`src/rtl/hsl_pkg.sv`:
```
// shared constants, codes and the result record for the serial link core
`timescale 1ns / 1ps
package hsl_pkg;

  localparam int FRAME_BYTES = 18;
  localparam int DATA_BYTES  = FRAME_BYTES - 2;
  localparam int FILL_W      = $clog2(FRAME_BYTES + 1);
  localparam int NUM_READ    = 4;
  localparam int FIRST_READ  = 3;

  localparam logic [15:0] START_WORD = 16'hABCD;
  localparam logic [15:0] CNT_MAX    = 16'hFFFF;

  localparam logic [15:0] SEND_INTERVAL_RST    = 16'd100;
  localparam logic [15:0] MIN_RESEND_GAP_RST   = 16'd20;
  localparam logic [15:0] RESPONSE_TIMEOUT_RST = 16'd500;

  localparam logic [1:0] CFG_SEND_INTERVAL    = 2'd0;
  localparam logic [1:0] CFG_MIN_RESEND_GAP   = 2'd1;
  localparam logic [1:0] CFG_RESPONSE_TIMEOUT = 2'd2;

  localparam logic [2:0] LAST_TX_BYTE = 3'd7;

  typedef enum logic [1:0] {
    FUNC_RX_BYTE   = 2'd0,
    FUNC_TICK      = 2'd1,
    FUNC_SET_DRIVE = 2'd2,
    FUNC_UNUSED    = 2'd3
  } func_t;

  typedef struct packed {
    logic                          send;
    logic [15:0]                   first_drive;
    logic [15:0]                   second_drive;
    logic                          good;
    logic                          bad;
    logic                          online;
    logic [NUM_READ-1:0][15:0]     readings;
  } result_rec_t;

endpackage

```
`src/rtl/hsl_link_ctrl.sv`:
```
// link state: frame assembly, checksum, tick counters, drive hold and config registers
`timescale 1ns / 1ps
module hsl_link_ctrl (
  input  logic                clk,
  input  logic                rst_n,
  input  logic                item_fire,
  input  logic [1:0]          func,
  input  logic [7:0]          rx_byte,
  input  logic [15:0]         first_drive,
  input  logic [15:0]         second_drive,
  input  logic                cfg_fire,
  input  logic [1:0]          cfg_index,
  input  logic [15:0]         cfg_data,
  output hsl_pkg::result_rec_t rec
);
  import hsl_pkg::*;

  logic [15:0]                send_interval_r, min_resend_gap_r, response_timeout_r;
  logic [FILL_W-1:0]          fill_r, fill_nxt;
  logic [7:0]                 prev_r, prev_nxt;
  logic [7:0]                 got_lo_r, got_lo_nxt;
  logic [15:0]                xor_r, xor_nxt;
  logic                       online_r, online_nxt;
  logic [15:0]                tss_r, tss_nxt;
  logic [15:0]                tsr_r, tsr_nxt;
  logic [15:0]                held_a_r, held_a_nxt;
  logic [15:0]                held_c_r, held_c_nxt;
  logic [NUM_READ-1:0][15:0]  read_r, read_nxt;
  logic [NUM_READ-1:0][15:0]  pend_r, pend_nxt;
  logic [15:0]                start_chk;
  logic [15:0]                tss_inc, tsr_inc;
  logic                       good, bad, send;

  always_comb begin
    fill_nxt   = fill_r;
    prev_nxt   = prev_r;
    got_lo_nxt = got_lo_r;
    xor_nxt    = xor_r;
    online_nxt = online_r;
    tss_nxt    = tss_r;
    tsr_nxt    = tsr_r;
    held_a_nxt = held_a_r;
    held_c_nxt = held_c_r;
    read_nxt   = read_r;
    pend_nxt   = pend_r;
    good       = 1'b0;
    bad        = 1'b0;
    send       = 1'b0;
    start_chk  = {rx_byte, prev_r};
    tss_inc    = (tss_r < CNT_MAX) ? tss_r + 16'd1 : tss_r;
    tsr_inc    = (tsr_r < CNT_MAX) ? tsr_r + 16'd1 : tsr_r;
    if (item_fire) begin
      case (func_t'(func))
        FUNC_RX_BYTE: begin
          if (start_chk == START_WORD) begin
            fill_nxt = FILL_W'(2);
            xor_nxt  = START_WORD;
            pend_nxt = '0;
          end else if (fill_r >= FILL_W'(2) && fill_r < FILL_W'(FRAME_BYTES)) begin
            fill_nxt = fill_r + FILL_W'(1);
            if (fill_r < FILL_W'(DATA_BYTES)) begin
              if (fill_r[0]) begin
                xor_nxt[15:8] = xor_r[15:8] ^ rx_byte;
              end else begin
                xor_nxt[7:0] = xor_r[7:0] ^ rx_byte;
              end
              for (int j = 0; j < NUM_READ; j++) begin
                if (int'(fill_r[FILL_W-1:1]) == FIRST_READ + j) begin
                  if (fill_r[0]) begin
                    pend_nxt[j][15:8] = rx_byte;
                  end else begin
                    pend_nxt[j][7:0] = rx_byte;
                  end
                end
              end
            end else if (fill_r == FILL_W'(DATA_BYTES)) begin
              got_lo_nxt = rx_byte;
            end else begin
              fill_nxt = '0;
              if ({rx_byte, got_lo_r} == xor_r) begin
                good = 1'b1;
                for (int j = 0; j < NUM_READ; j++) begin
                  if (2 * (FIRST_READ + j) + 2 < FRAME_BYTES) begin
                    read_nxt[j] = pend_r[j];
                  end
                end
                tsr_nxt    = '0;
                online_nxt = 1'b1;
              end else begin
                bad = 1'b1;
              end
            end
          end
          prev_nxt = rx_byte;
          if (online_nxt && tsr_nxt > response_timeout_r) begin
            online_nxt = 1'b0;
          end
        end
        FUNC_TICK: begin
          tss_nxt = tss_inc;
          tsr_nxt = tsr_inc;
          if (online_r && tss_inc > send_interval_r) begin
            send    = 1'b1;
            tss_nxt = '0;
          end
          if (online_nxt && tsr_nxt > response_timeout_r) begin
            online_nxt = 1'b0;
          end
        end
        FUNC_SET_DRIVE: begin
          if (first_drive != held_a_r || second_drive != held_c_r) begin
            held_a_nxt = first_drive;
            held_c_nxt = second_drive;
            if (tss_r > min_resend_gap_r) begin
              tss_nxt = send_interval_r;
            end
          end
        end
        default: begin
        end
      endcase
    end
  end

  always_comb begin
    rec.send         = send;
    rec.first_drive  = held_a_r;
    rec.second_drive = held_c_r;
    rec.good         = good;
    rec.bad          = bad;
    rec.online       = online_nxt;
    rec.readings     = read_nxt;
  end

  always_ff @(posedge clk) begin
    if (!rst_n) begin
      send_interval_r    <= SEND_INTERVAL_RST;
      min_resend_gap_r   <= MIN_RESEND_GAP_RST;
      response_timeout_r <= RESPONSE_TIMEOUT_RST;
      fill_r             <= '0;
      prev_r             <= '0;
      online_r           <= 1'b0;
      tss_r              <= '0;
      tsr_r              <= '0;
      held_a_r           <= '0;
      held_c_r           <= '0;
      read_r             <= '0;
    end else begin
      fill_r   <= fill_nxt;
      prev_r   <= prev_nxt;
      online_r <= online_nxt;
      tss_r    <= tss_nxt;
      tsr_r    <= tsr_nxt;
      held_a_r <= held_a_nxt;
      held_c_r <= held_c_nxt;
      read_r   <= read_nxt;
      if (cfg_fire) begin
        unique case (cfg_index)
          CFG_SEND_INTERVAL:    send_interval_r    <= cfg_data;
          CFG_MIN_RESEND_GAP:   min_resend_gap_r   <= cfg_data;
          CFG_RESPONSE_TIMEOUT: response_timeout_r <= cfg_data;
          default: begin
          end
        endcase
      end
    end
  end

  // assembly scratch, only read after being written since a start word
  always_ff @(posedge clk) begin
    got_lo_r <= got_lo_nxt;
    xor_r    <= xor_nxt;
    pend_r   <= pend_nxt;
  end

endmodule

```
`src/rtl/hsl_out_queue.sv`:
```
// two-entry result queue with command frame byte serialiser
`timescale 1ns / 1ps
module hsl_out_queue (
  input  logic                 clk,
  input  logic                 rst_n,
  input  logic                 push,
  input  hsl_pkg::result_rec_t push_rec,
  output logic                 full,
  output logic                 out_valid,
  input  logic                 out_ready,
  output logic                 out_kind,
  output logic [7:0]           out_tx_byte,
  output logic                 out_last_of_run,
  output logic                 out_frame_good,
  output logic                 out_frame_bad,
  output logic                 out_link_online,
  output logic signed [15:0]   out_right_speed,
  output logic signed [15:0]   out_left_speed,
  output logic signed [15:0]   out_battery_voltage,
  output logic signed [15:0]   out_board_temp
);
  import hsl_pkg::*;

  result_rec_t       q_r [2];
  result_rec_t       head;
  logic              wr_ptr_r, rd_ptr_r;
  logic [1:0]        count_r;
  logic [2:0]        byte_cnt_r;
  logic [15:0]       word;
  logic              last, out_fire, pop;

  assign head      = q_r[rd_ptr_r];
  assign full      = (count_r == 2'd2);
  assign out_valid = (count_r != 2'd0);
  assign last      = !head.send || (byte_cnt_r == LAST_TX_BYTE);
  assign out_fire  = out_valid && out_ready;
  assign pop       = out_fire && last;

  always_comb begin
    case (byte_cnt_r[2:1])
      2'd0:    word = START_WORD;
      2'd1:    word = head.first_drive;
      2'd2:    word = head.second_drive;
      default: word = START_WORD ^ head.first_drive ^ head.second_drive;
    endcase
  end

  assign out_kind            = head.send;
  assign out_tx_byte         = head.send ? (byte_cnt_r[0] ? word[15:8] : word[7:0]) : 8'd0;
  assign out_last_of_run     = last;
  assign out_frame_good      = head.good;
  assign out_frame_bad       = head.bad;
  assign out_link_online     = head.online;
  assign out_right_speed     = $signed(head.readings[0]);
  assign out_left_speed      = $signed(head.readings[1]);
  assign out_battery_voltage = $signed(head.readings[2]);
  assign out_board_temp      = $signed(head.readings[3]);

  always_ff @(posedge clk) begin
    if (!rst_n) begin
      wr_ptr_r   <= 1'b0;
      rd_ptr_r   <= 1'b0;
      count_r    <= 2'd0;
      byte_cnt_r <= 3'd0;
    end else begin
      if (push) begin
        wr_ptr_r <= ~wr_ptr_r;
      end
      if (pop) begin
        rd_ptr_r   <= ~rd_ptr_r;
        byte_cnt_r <= 3'd0;
      end else if (out_fire) begin
        byte_cnt_r <= byte_cnt_r + 3'd1;
      end
      if (push && !pop) begin
        count_r <= count_r + 2'd1;
      end else if (pop && !push) begin
        count_r <= count_r - 2'd1;
      end
    end
  end

  always_ff @(posedge clk) begin
    if (push) begin
      q_r[wr_ptr_r] <= push_rec;
    end
  end

endmodule

```
`src/rtl/hoverboard_serial_link_core.sv`:
```
// top level of the motor board serial link: state update and result queue
// an item's results enter the result queue register as it is accepted
// throughput: one item per cycle if the queue has room; a send item is 8 bytes
// a two-entry result queue lets items enter while earlier results wait
// reset: synchronous active-low rst_n clears link state, counters and the queue
// and loads the register defaults; both ready outputs stay low while it is held
`timescale 1ns / 1ps
module hoverboard_serial_link_core (
  input  logic               clk,
  input  logic               rst_n,
  input  logic               in_valid,
  output logic               in_ready,
  input  logic [1:0]         in_func,
  input  logic [7:0]         in_rx_byte,
  input  logic signed [15:0] in_first_drive,
  input  logic signed [15:0] in_second_drive,
  output logic               out_valid,
  input  logic               out_ready,
  output logic               out_kind,
  output logic [7:0]         out_tx_byte,
  output logic               out_last_of_run,
  output logic               out_frame_good,
  output logic               out_frame_bad,
  output logic               out_link_online,
  output logic signed [15:0] out_right_speed,
  output logic signed [15:0] out_left_speed,
  output logic signed [15:0] out_battery_voltage,
  output logic signed [15:0] out_board_temp,
  input  logic               cfg_valid,
  output logic               cfg_ready,
  input  logic [1:0]         cfg_index,
  input  logic [15:0]        cfg_data
);
  import hsl_pkg::*;

  result_rec_t rec;
  logic        full;
  logic        in_fire;

  assign in_ready  = rst_n && !full;
  assign in_fire   = in_valid && in_ready;
  assign cfg_ready = rst_n;

  hsl_link_ctrl u_ctrl (
    .clk          (clk),
    .rst_n        (rst_n),
    .item_fire    (in_fire),
    .func         (in_func),
    .rx_byte      (in_rx_byte),
    .first_drive  (in_first_drive),
    .second_drive (in_second_drive),
    .cfg_fire     (cfg_valid && cfg_ready),
    .cfg_index    (cfg_index),
    .cfg_data     (cfg_data),
    .rec          (rec)
  );

  hsl_out_queue u_queue (
    .clk                 (clk),
    .rst_n               (rst_n),
    .push                (in_fire),
    .push_rec            (rec),
    .full                (full),
    .out_valid           (out_valid),
    .out_ready           (out_ready),
    .out_kind            (out_kind),
    .out_tx_byte         (out_tx_byte),
    .out_last_of_run     (out_last_of_run),
    .out_frame_good      (out_frame_good),
    .out_frame_bad       (out_frame_bad),
    .out_link_online     (out_link_online),
    .out_right_speed     (out_right_speed),
    .out_left_speed      (out_left_speed),
    .out_battery_voltage (out_battery_voltage),
    .out_board_temp      (out_board_temp)
  );

endmodule

```
`config.mk`:
```
export PLATFORM = sky130hd
export DESIGN_NAME = hoverboard_serial_link_core
export DESIGN_NICKNAME = d
export VERILOG_FILES = /design/src/rtl/hsl_pkg.sv /design/src/rtl/hsl_link_ctrl.sv /design/src/rtl/hsl_out_queue.sv /design/src/rtl/hoverboard_serial_link_core.sv
export SDC_FILE = /design/constraint.sdc
export NUM_CORES = 1
export LEC_CHECK = 0
export BUFFER_PORTS_ARGS = -buffer_cell sky130_fd_sc_hd__buf_2
export CAP_MARGIN = 30
export CORE_UTILIZATION = 35
export DETAILED_ROUTE_END_ITERATION = 6
export GPL_TIMING_DRIVEN = 0
export HOLD_SLACK_MARGIN = 0.15
export PLACE_DENSITY = 0.55
export SETUP_SLACK_MARGIN = 0.5
export SLEW_MARGIN = 10
export SYNTH_ARGS = -nofsm -noshare
export SYNTH_HDL_FRONTEND = slang
export SYNTH_SLANG_ARGS = --single-unit
```
`constraint.sdc`:
```
create_clock -name clk -period 14.2 [get_ports clk]
set_clock_uncertainty 0.15 [all_clocks]
set_input_delay 1.42 -clock clk [delete_from_list [all_inputs] [get_ports clk]]
set_output_delay 1.42 -clock clk [all_outputs]
set_load 0.03 [all_outputs]
```
==> results of run 1 <==
## cell type report
cell class | instances | share of cell area [%]
multi-input cells | 1122 | 32.0
repair buffers | 154 | 3.72
flip-flops and latches | 486 | 50.7
inverters | 67 | 1.01
clock inverters | 16 | 0.855
diodes | 1 | 0.0101
well taps | 773 | 3.89
plain buffers | 85 | 1.62
clock buffers | 80 | 6.18
## routing by layer
metal	up-vias	track usage, %	share of wire, %
li1	6708	-	-
met1	6631	21.9	45
met2	358	28.5	48
met3	78	3.00	5.5
met4	0	5.38	2.4
met5	-	0	0
## stage by stage
step | util [%] | cell area (sq um)
3_3_place_gp | 38.5 | 22900
6_report | 41.9 | 24900
5_1_grt | 41.9 | 24900
3_5_place_dp | 38.9 | 23100
2_1_floorplan | - | 21200
4_1_cts | 41.8 | 24900
## registers in the layout, summed over array words and instances, names as in the netlist, 8 cells and up, named ones only
register / count
u_ctrl.held_a_r: 16
u_queue.q_r: 200
u_ctrl.held_c_r: 16
u_ctrl.tss_r: 16
u_ctrl.send_interval_r: 16
u_ctrl.prev_r: 8
u_ctrl.tsr_r: 16
u_ctrl.read_r: 64
u_ctrl.xor_r: 16
u_ctrl.min_resend_gap_r: 16
u_ctrl.got_lo_r: 8
u_ctrl.pend_r: 64
u_ctrl.response_timeout_r: 16
## power breakdown
group	switching (mW)	internal (mW)	total, mW
Clock	0.567	0.789	1.36
Sequential	0.0225	1.53	1.56
Combinational	0.251	0.134	0.385
Total	0.841	2.46	3.30
## kinds of logic after synthesis
| logic type | Yosys count | synth area share, % |
|---|---|---|
| buffers and inverters | 152 | 3.09 |
| muxes | 198 | 10.7 |
| DFF | 486 | 59.4 |
| and+or+nand+nor | 508 | 11.5 |
| AOI/OAI and AO/OA | 244 | 6.94 |
| xor gates and xnor gates | 98 | 4.04 |
| adders and majority gates | 74 | 4.36 |
## worst paths after layout
check,startpoint,to,slack (ps),cells past startpoint
max,register,out_board_temp[9],8450,6
min,u_ctrl.response_timeout_r[15]$_SDFFE_PN0P_,u_ctrl.response_timeout_r[15]$_SDFFE_PN0P_,300,2
max reg2reg,u_ctrl.tss_r[1]$_SDFFE_PN0P_,u_ctrl.tss_r[13]$_SDFFE_PN0P_,9100,17
min reg2reg,u_ctrl.response_timeout_r[15]$_SDFFE_PN0P_,u_ctrl.response_timeout_r[15]$_SDFFE_PN0P_,300,2
## cells in the final DEF, fill, tap and decap left out, drive strengths merged, types with 3 or more instances in the layout
| cell | Yosys | routed |
|---|---|---|
| nor2 | 102 | 102 |
| o21a | 5 | 5 |
| a22oi | 14 | 14 |
| mux2i | 53 | 53 |
| ha | 74 | 74 |
| nand4b | 4 | 4 |
| or2 | 3 | 3 |
| xnor2 | 73 | 73 |
| dfxtp | 198 | 198 |
| clkbuf | 66 | 147 |
| inv | 67 | 69 |
| nor2b | 6 | 6 |
| and4 | 3 | 3 |
| nand4 | 35 | 35 |
| xor2 | 25 | 25 |
| and3 | 9 | 9 |
| a21o | 5 | 5 |
| a31oi | 13 | 13 |
| o21ai | 46 | 46 |
| clkinv | 0 | 11 |
| a21oi | 111 | 111 |
| nor4 | 10 | 10 |
| nand3 | 18 | 18 |
| a32o | 6 | 6 |
| o211ai | 16 | 16 |
| a211oi | 10 | 10 |
| edfxtp | 288 | 288 |
| and2 | 93 | 93 |
| or4 | 4 | 4 |
| nand2 | 195 | 195 |
| mux2 | 145 | 145 |
| buf | 19 | 172 |
| nor3 | 12 | 12 |
| a21boi | 3 | 3 |
| or3 | 6 | 6 |
## critical path, cell delays in order, from the launching register on
cell	delay, ps
dfxtp_1	300
clkbuf_1	470
clkbuf_1	740
clkbuf_1	690
clkbuf_1	680
mux2_2	480
buf_2	200
==> Implementation_results.wiki, run 1 <==
{| class="wikitable"
! Metric !! Value
|-
| Run status || finished clean
|-
| Detailed-route vias per instance || approximately 4.9
|-
| Routed wire length || approximately 52000 um
|-
| Clock root buffer master || clkbuf_16
|-
| Maximum number of pins on one net before global-route repair || 44
|-
| Ys async rst share || 0%
|-
| Clock tree from TritonCTS || built
|-
| Starting density of the core || between 30% and 40%
|-
| Power density over the cells || around 130 mW/mm^2
|-
| Startpoint type of the worst setup path || register
|-
| Maximum fanout encountered on the critical timing path || 10
|-
| CP Capture Type || primary output
|-
| Width of the chip || ~250 um
|-
| Via count || roughly 14000
|-
| Minimum setup slack in the final design || roughly 8500 ps
|-
| Layout cells sized above 1 || 20.2%
|-
| EDFF count, synth || roughly 290
|-
| Slew HR || around a third
|-
| Most used standard cell by instance count after synthesis || edfxtp_1
|-
| CTS hold repair buffers || 0
|-
| Startpoint-to-endpoint class of the critical path || register to primary output
|-
| IO Pins || 145
|-
| Number of CTS-inserted buffers || 51
|-
| Cell total after placement || approximately 2700
|-
| Later-pin clock latency in the skew report || slightly above 600 ps
|-
| Number of instances in the synthesized netlist || ~1800
|-
| Max Clock Freq || 0.174 GHz
|-
| IR Drop Worst-Case VDD || around 0.086 mV
|-
| Top post-synthesis cells by area || edfxtp_1 41%, dfxtp_1 19%, mux2_2 6.3%, ha_1 4.4%, nand2_1 3.4%
|-
| H-Tree Depth || 2
|-
| DIE AREA || slightly above 0.06 sq mm
|-
| Total DRC errors in the routed layout || 0
|-
| Clk slew on worst S/H paths || around 60 ps
|-
| Average wire length per cell after detail routing || roughly 19 um
|-
| Port bufs || between 100 and 150
|-
| Core region area || 0.0595 sq mm
|-
| Vias in the first global route || between 10000 and 15000
|-
| Resize count post-CTS || 0
|-
| Number of cells in the finished layout apart from fillers || between 2000 and 3000
|-
| DRT antenna net count || 0
|-
| Post-Synthesis Net Count || roughly 1900
|-
| Routability-driven placement congestion ratio || 0.885
|-
| Setup repair after global routing missed its margin || false
|-
| Final setup TNS || 0 ps
|-
| Area of the multi-input gates || between 0.007 and 0.008 sq mm
|-
| Number of rows in the core area || between 80 and 90
|-
| Required time at the endpoint of the critical path || roughly 13000 ps
|-
| Type of the tightest min-delay check || register to register
|-
| Antenna violations before repair || 1
|-
| Slew @ Worst Pin || ~1000 ps
|-
| CTS max path bufs || 3
|-
| Setup violators final || 0
|-
| Die Height || approximately 250 um
|-
| Count of different cell masters after synthesis || 64
|-
| Area grow syn2layout || 17.3%
|-
| Post-detail-place hpwl || between 30000 and 40000 um
|-
| Yosys top cell area share || approximately two fifths
|-
| Max-cap viol count || 0
|-
| Global route overflow || 0
|-
| Number of warnings reported in the yosys synthesis log || 0
|-
| Netlist area before placement || 0.0212 sq mm
|-
| First-pass iteration count of the detailed router || 5
|-
| First-pass GRT wire length || about 79000 um
|-
| Commonest register cell after synthesis || edfxtp_1
|-
| Final min period || 5750 ps
|-
| Setup Buffers After CTS || 0
|-
| Combined flip-flop and latch cell area || 0.0126 sq mm
|-
| Critical path arrival || between 4000 and 5000 ps
|-
| Leakage || 9.04 nW
|-
| Iter 0 DRT Violations || 799
|-
| Worst hold margin || just over 300 ps
|-
| Endpoints failing hold || 0
|-
| Period Utilization, post-route || a little over 40%
|-
| # fillers || 5636
|-
| Num Clock Sinks || roughly 490
|-
| Number of synthesized register bits || 486
|-
| Share of the yosys chip area belonging to registers || 59.4%
|-
| Post-Place Worst Slack || between 8000 and 9000 ps
|-
| Synthesized area per cell || 12.1 sq um
|-
| Commonest cells in the synthesized netlist || 288 x edfxtp_1, 198 x dfxtp_1, 195 x nand2_1
|-
| Cell taking the most area after synthesis || edfxtp_1
|-
| Max-slew violation total from the final report || 0
|-
| Tot Pwr || between 3 and 4 mW
|-
| Total routing resource utilization after global routing || between 15 and 20%
|-
| Final net count || around 2100
|}
Power figures use the tool's default switching activity.
==> run 2, diff against run 1 <==
PLACE_DENSITY = 0.57   (was 0.55)
clock period = 4.7 ns   (was 14.2 ns; I/O delays follow)
==> run 2 against run 1 <==
Sequential power grew to 3.0 times the previous value. Clock-buffer cell count is the same. Register-to-register slack lost 8500 ps. Combinational power grew to 3.2 times the previous value. Clock power grew to 3.0 times the previous value. Worst setup slack lost 7900 ps. First-iteration DRC count grew 6.4%. Via count grew 3.3%.
==> Implementation_results.wiki, run 2 (synthesis gave the netlist of run 1 again) <==
{| class="wikitable"
! Metric !! Value
|-
| Clk slew on worst S/H paths || 60 ps (about the same)
|-
| Global route overflow || 0 (unchanged)
|-
| Antenna violations before repair || 4 (+3)
|-
| First-pass GRT wire length || 79900 um (+1.1%)
|-
| Area grow syn2layout || 20.8%
|-
| Max Clock Freq || 0.242 GHz
|-
| Maximum number of pins on one net before global-route repair || 53 (+20%)
|-
| Routability-driven placement congestion ratio || 0.895 (+1.1%)
|-
| Maximum fanout encountered on the critical timing path || 10 (unchanged)
|-
| Detailed-route vias per instance || 4.98 (+0.71%)
|-
| DRT antenna net count || 0 (unchanged)
|-
| Required time at the endpoint of the critical path || 5070 ps (-7560 ps)
|-
| Period Utilization, post-route || between 80% and 90%
|-
| Slew HR || 34.1% (-0.17 points)
|-
| Post-detail-place hpwl || 37200 um (-0.77%)
|-
| Max-slew violation total from the final report || 0 (unchanged)
|-
| Width of the chip || 248 um (unchanged)
|-
| Run status || finished clean
|-
| Core region area || 0.0595 sq mm (unchanged)
|-
| Num Clock Sinks || 486 (unchanged)
|-
| Endpoints failing hold || 0 (unchanged)
|-
| Starting density of the core || 35.7% (unchanged)
|-
| Total DRC errors in the routed layout || 0 (unchanged)
|-
| Type of the tightest min-delay check || primary input to register
|-
| Setup repair after global routing missed its margin || true
|-
| Final min period || about 4100 ps
|-
| Die Height || 248 um (unchanged)
|-
| Startpoint-to-endpoint class of the critical path || primary input to register
|-
| Startpoint type of the worst setup path || primary input
|-
| Average wire length per cell after detail routing || 18.6 um (-1.3%)
|-
| CTS max path bufs || 3 (unchanged)
|-
| Combined flip-flop and latch cell area || 0.0126 sq mm (about the same)
|-
| Port bufs || 142 (unchanged)
|-
| Cell total after placement || 2683 (-0.074%)
|-
| Most flop-heavy register || u_queue.q_r
|-
| Slew @ Worst Pin || 982 ps (-4.93 ps)
|-
| Worst hold margin || 218 ps (-85.4 ps)
|-
| Number of cells in the finished layout apart from fillers || 2855 (+2.6%)
|-
| Setup violators final || 0 (unchanged)
|-
| Routed wire length || 53100 um (+1.2%)
|-
| Later-pin clock latency in the skew report || 630 ps (about the same)
|-
| Most used cells in the layout excluding fill and tap cells || 288 x edfxtp_1, 194 x nand2_1, 193 x dfxtp_1
|-
| Largest registers ranked by flip-flop count || u_queue.q_r: 200 flops, u_ctrl.pend_r: 64 flops, u_ctrl.read_r: 64 flops
|-
| Max-cap viol count || 0 (unchanged)
|-
| Critical path arrival || 4510 ps (+330 ps)
|-
| # fillers || 5573 (-1.1%)
|-
| Vias in the first global route || 14000 (+1.9%)
|-
| IO Pins || 145 (unchanged)
|-
| Max FFs per register || 200 (unchanged)
|-
| DIE AREA || 0.0616 sq mm (unchanged)
|-
| Layout cells sized above 1 || 20.9% (+0.67 points)
|-
| Area of the multi-input gates || 0.00809 sq mm (+1.5%)
|-
| Clock tree from TritonCTS || built
|-
| Leakage || 9.37 nW (+3.7%)
|-
| Iter 0 DRT Violations || 850 (+6.4%)
|-
| Leading cell type in the layout, fill and taps excluded || edfxtp_1
|-
| IR Drop Worst-Case VDD || 0.289 mV (+240%)
|-
| Via count || 14200 (+3.3%)
|-
| CP Capture Type || register
|-
| H-Tree Depth || 2 (unchanged)
|-
| Clock root buffer master || clkbuf_16
|-
| Total routing resource utilization after global routing || 17.0% (+0.11 points)
|-
| Final net count || 2176 (+3.3%)
|-
| Number of rows in the core area || 89 (unchanged)
|-
| Power density over the cells || 390 mW/mm^2 (+190%)
|-
| Number of CTS-inserted buffers || 52 (+2.0%)
|-
| First-pass iteration count of the detailed router || 6 (+1)
|}
==> run 2: cell types whose count changed in the layout (fill, tap and decap cells not counted), moves of 5 or more <==
cell / delta
dlygate4sd3_1: +63
dfxtp_2: +5
clkbuf_8: -6
dfxtp_1: -5
buf_4: +14
==> run 2: worst paths after layout <==
kind	startpoint	to	slack [ps]	cells after the start
setup / recovery	in_rx_byte[3]	u_ctrl.online_r$_SDFF_PN0_	560	17
hold / removal	out_ready	u_queue.byte_cnt_r[2]$_SDFFE_PP0P_	220	4
setup reg to reg	u_ctrl.prev_r[5]$_SDFFE_PN0P_	u_ctrl.online_r$_SDFF_PN0_	620	16
hold reg to reg	u_ctrl.prev_r[6]$_SDFFE_PN0P_	u_ctrl.prev_r[6]$_SDFFE_PN0P_	310	2
==> run 2: cell type report <==
cell class / instances / area share [%]
clock inverter: 17 / 0.790
timing repair buffer: 223 / 6.08
sequential: 486 / 49.2
inverter: 67 / 0.981
buffer: 85 / 1.68
antenna: 2 / 0.0195
multi-input combinational: 1122 / 31.6
tap: 773 / 3.77
clock buffer: 80 / 5.92
==> run 2: what timing repair did <==
action | CTS | global route
setup buffers | 4 | 5
pin swaps | 4 | 4
setup endpoints to repair | 49 | 37
resized for setup | 20 | 27
gates cloned | 0 | 0
hold buffers | 63 | 0
endpoints found under the hold margin | 106 | 0
==> run 2: per-stage QoR <==
stage / TNS [ps] / area [sq um] / utilization [%] / setup WS, ps / power [mW]
detailed placement: -3290 / 23100 / 38.8 / -330 / 5.96
global route: 0 / 25600 / 43.1 / 479 / 10.3
floorplan: 0 / 21200 / - / 517 / 5.54
CTS: 0 / 25500 / 42.9 / 503 / 10.1
finish: 0 / 25600 / 43.1 / 563 / 10.0
global placement: -172480 / 22900 / 38.5 / -1570 / 5.93
==> run 2: per-layer routing <==
metal  track usage, %  up-vias  part of all wire (%)
met5                0        -                 0.025
met1             22.1     6901                    44
met4             5.56        2                   2.6
met2             28.5      373                    48
li1                 -     6863                     -
met3             3.09       88                   5.2
==> run 2: where the power goes <==
part | switching (mW) | internal [mW]
clock network | 1.72 | 2.35
registers | 0.0686 | 4.64
logic | 0.777 | 0.442
==> run 2: critical path: stages <==
cell and delay (ps):
dlygate4sd3_1 540, buf_4 180, xnor2_2 180, nand4_1 120, or4_4 520, or3_4 350
buf_4 160, buf_4 170, and2_1 180, ha_1 290, nand3_1 120, or4_4 560
a21oi_4 160, a211oi_4 60, a2bb2o_4 210, o21ai_2 50, and2_1 170
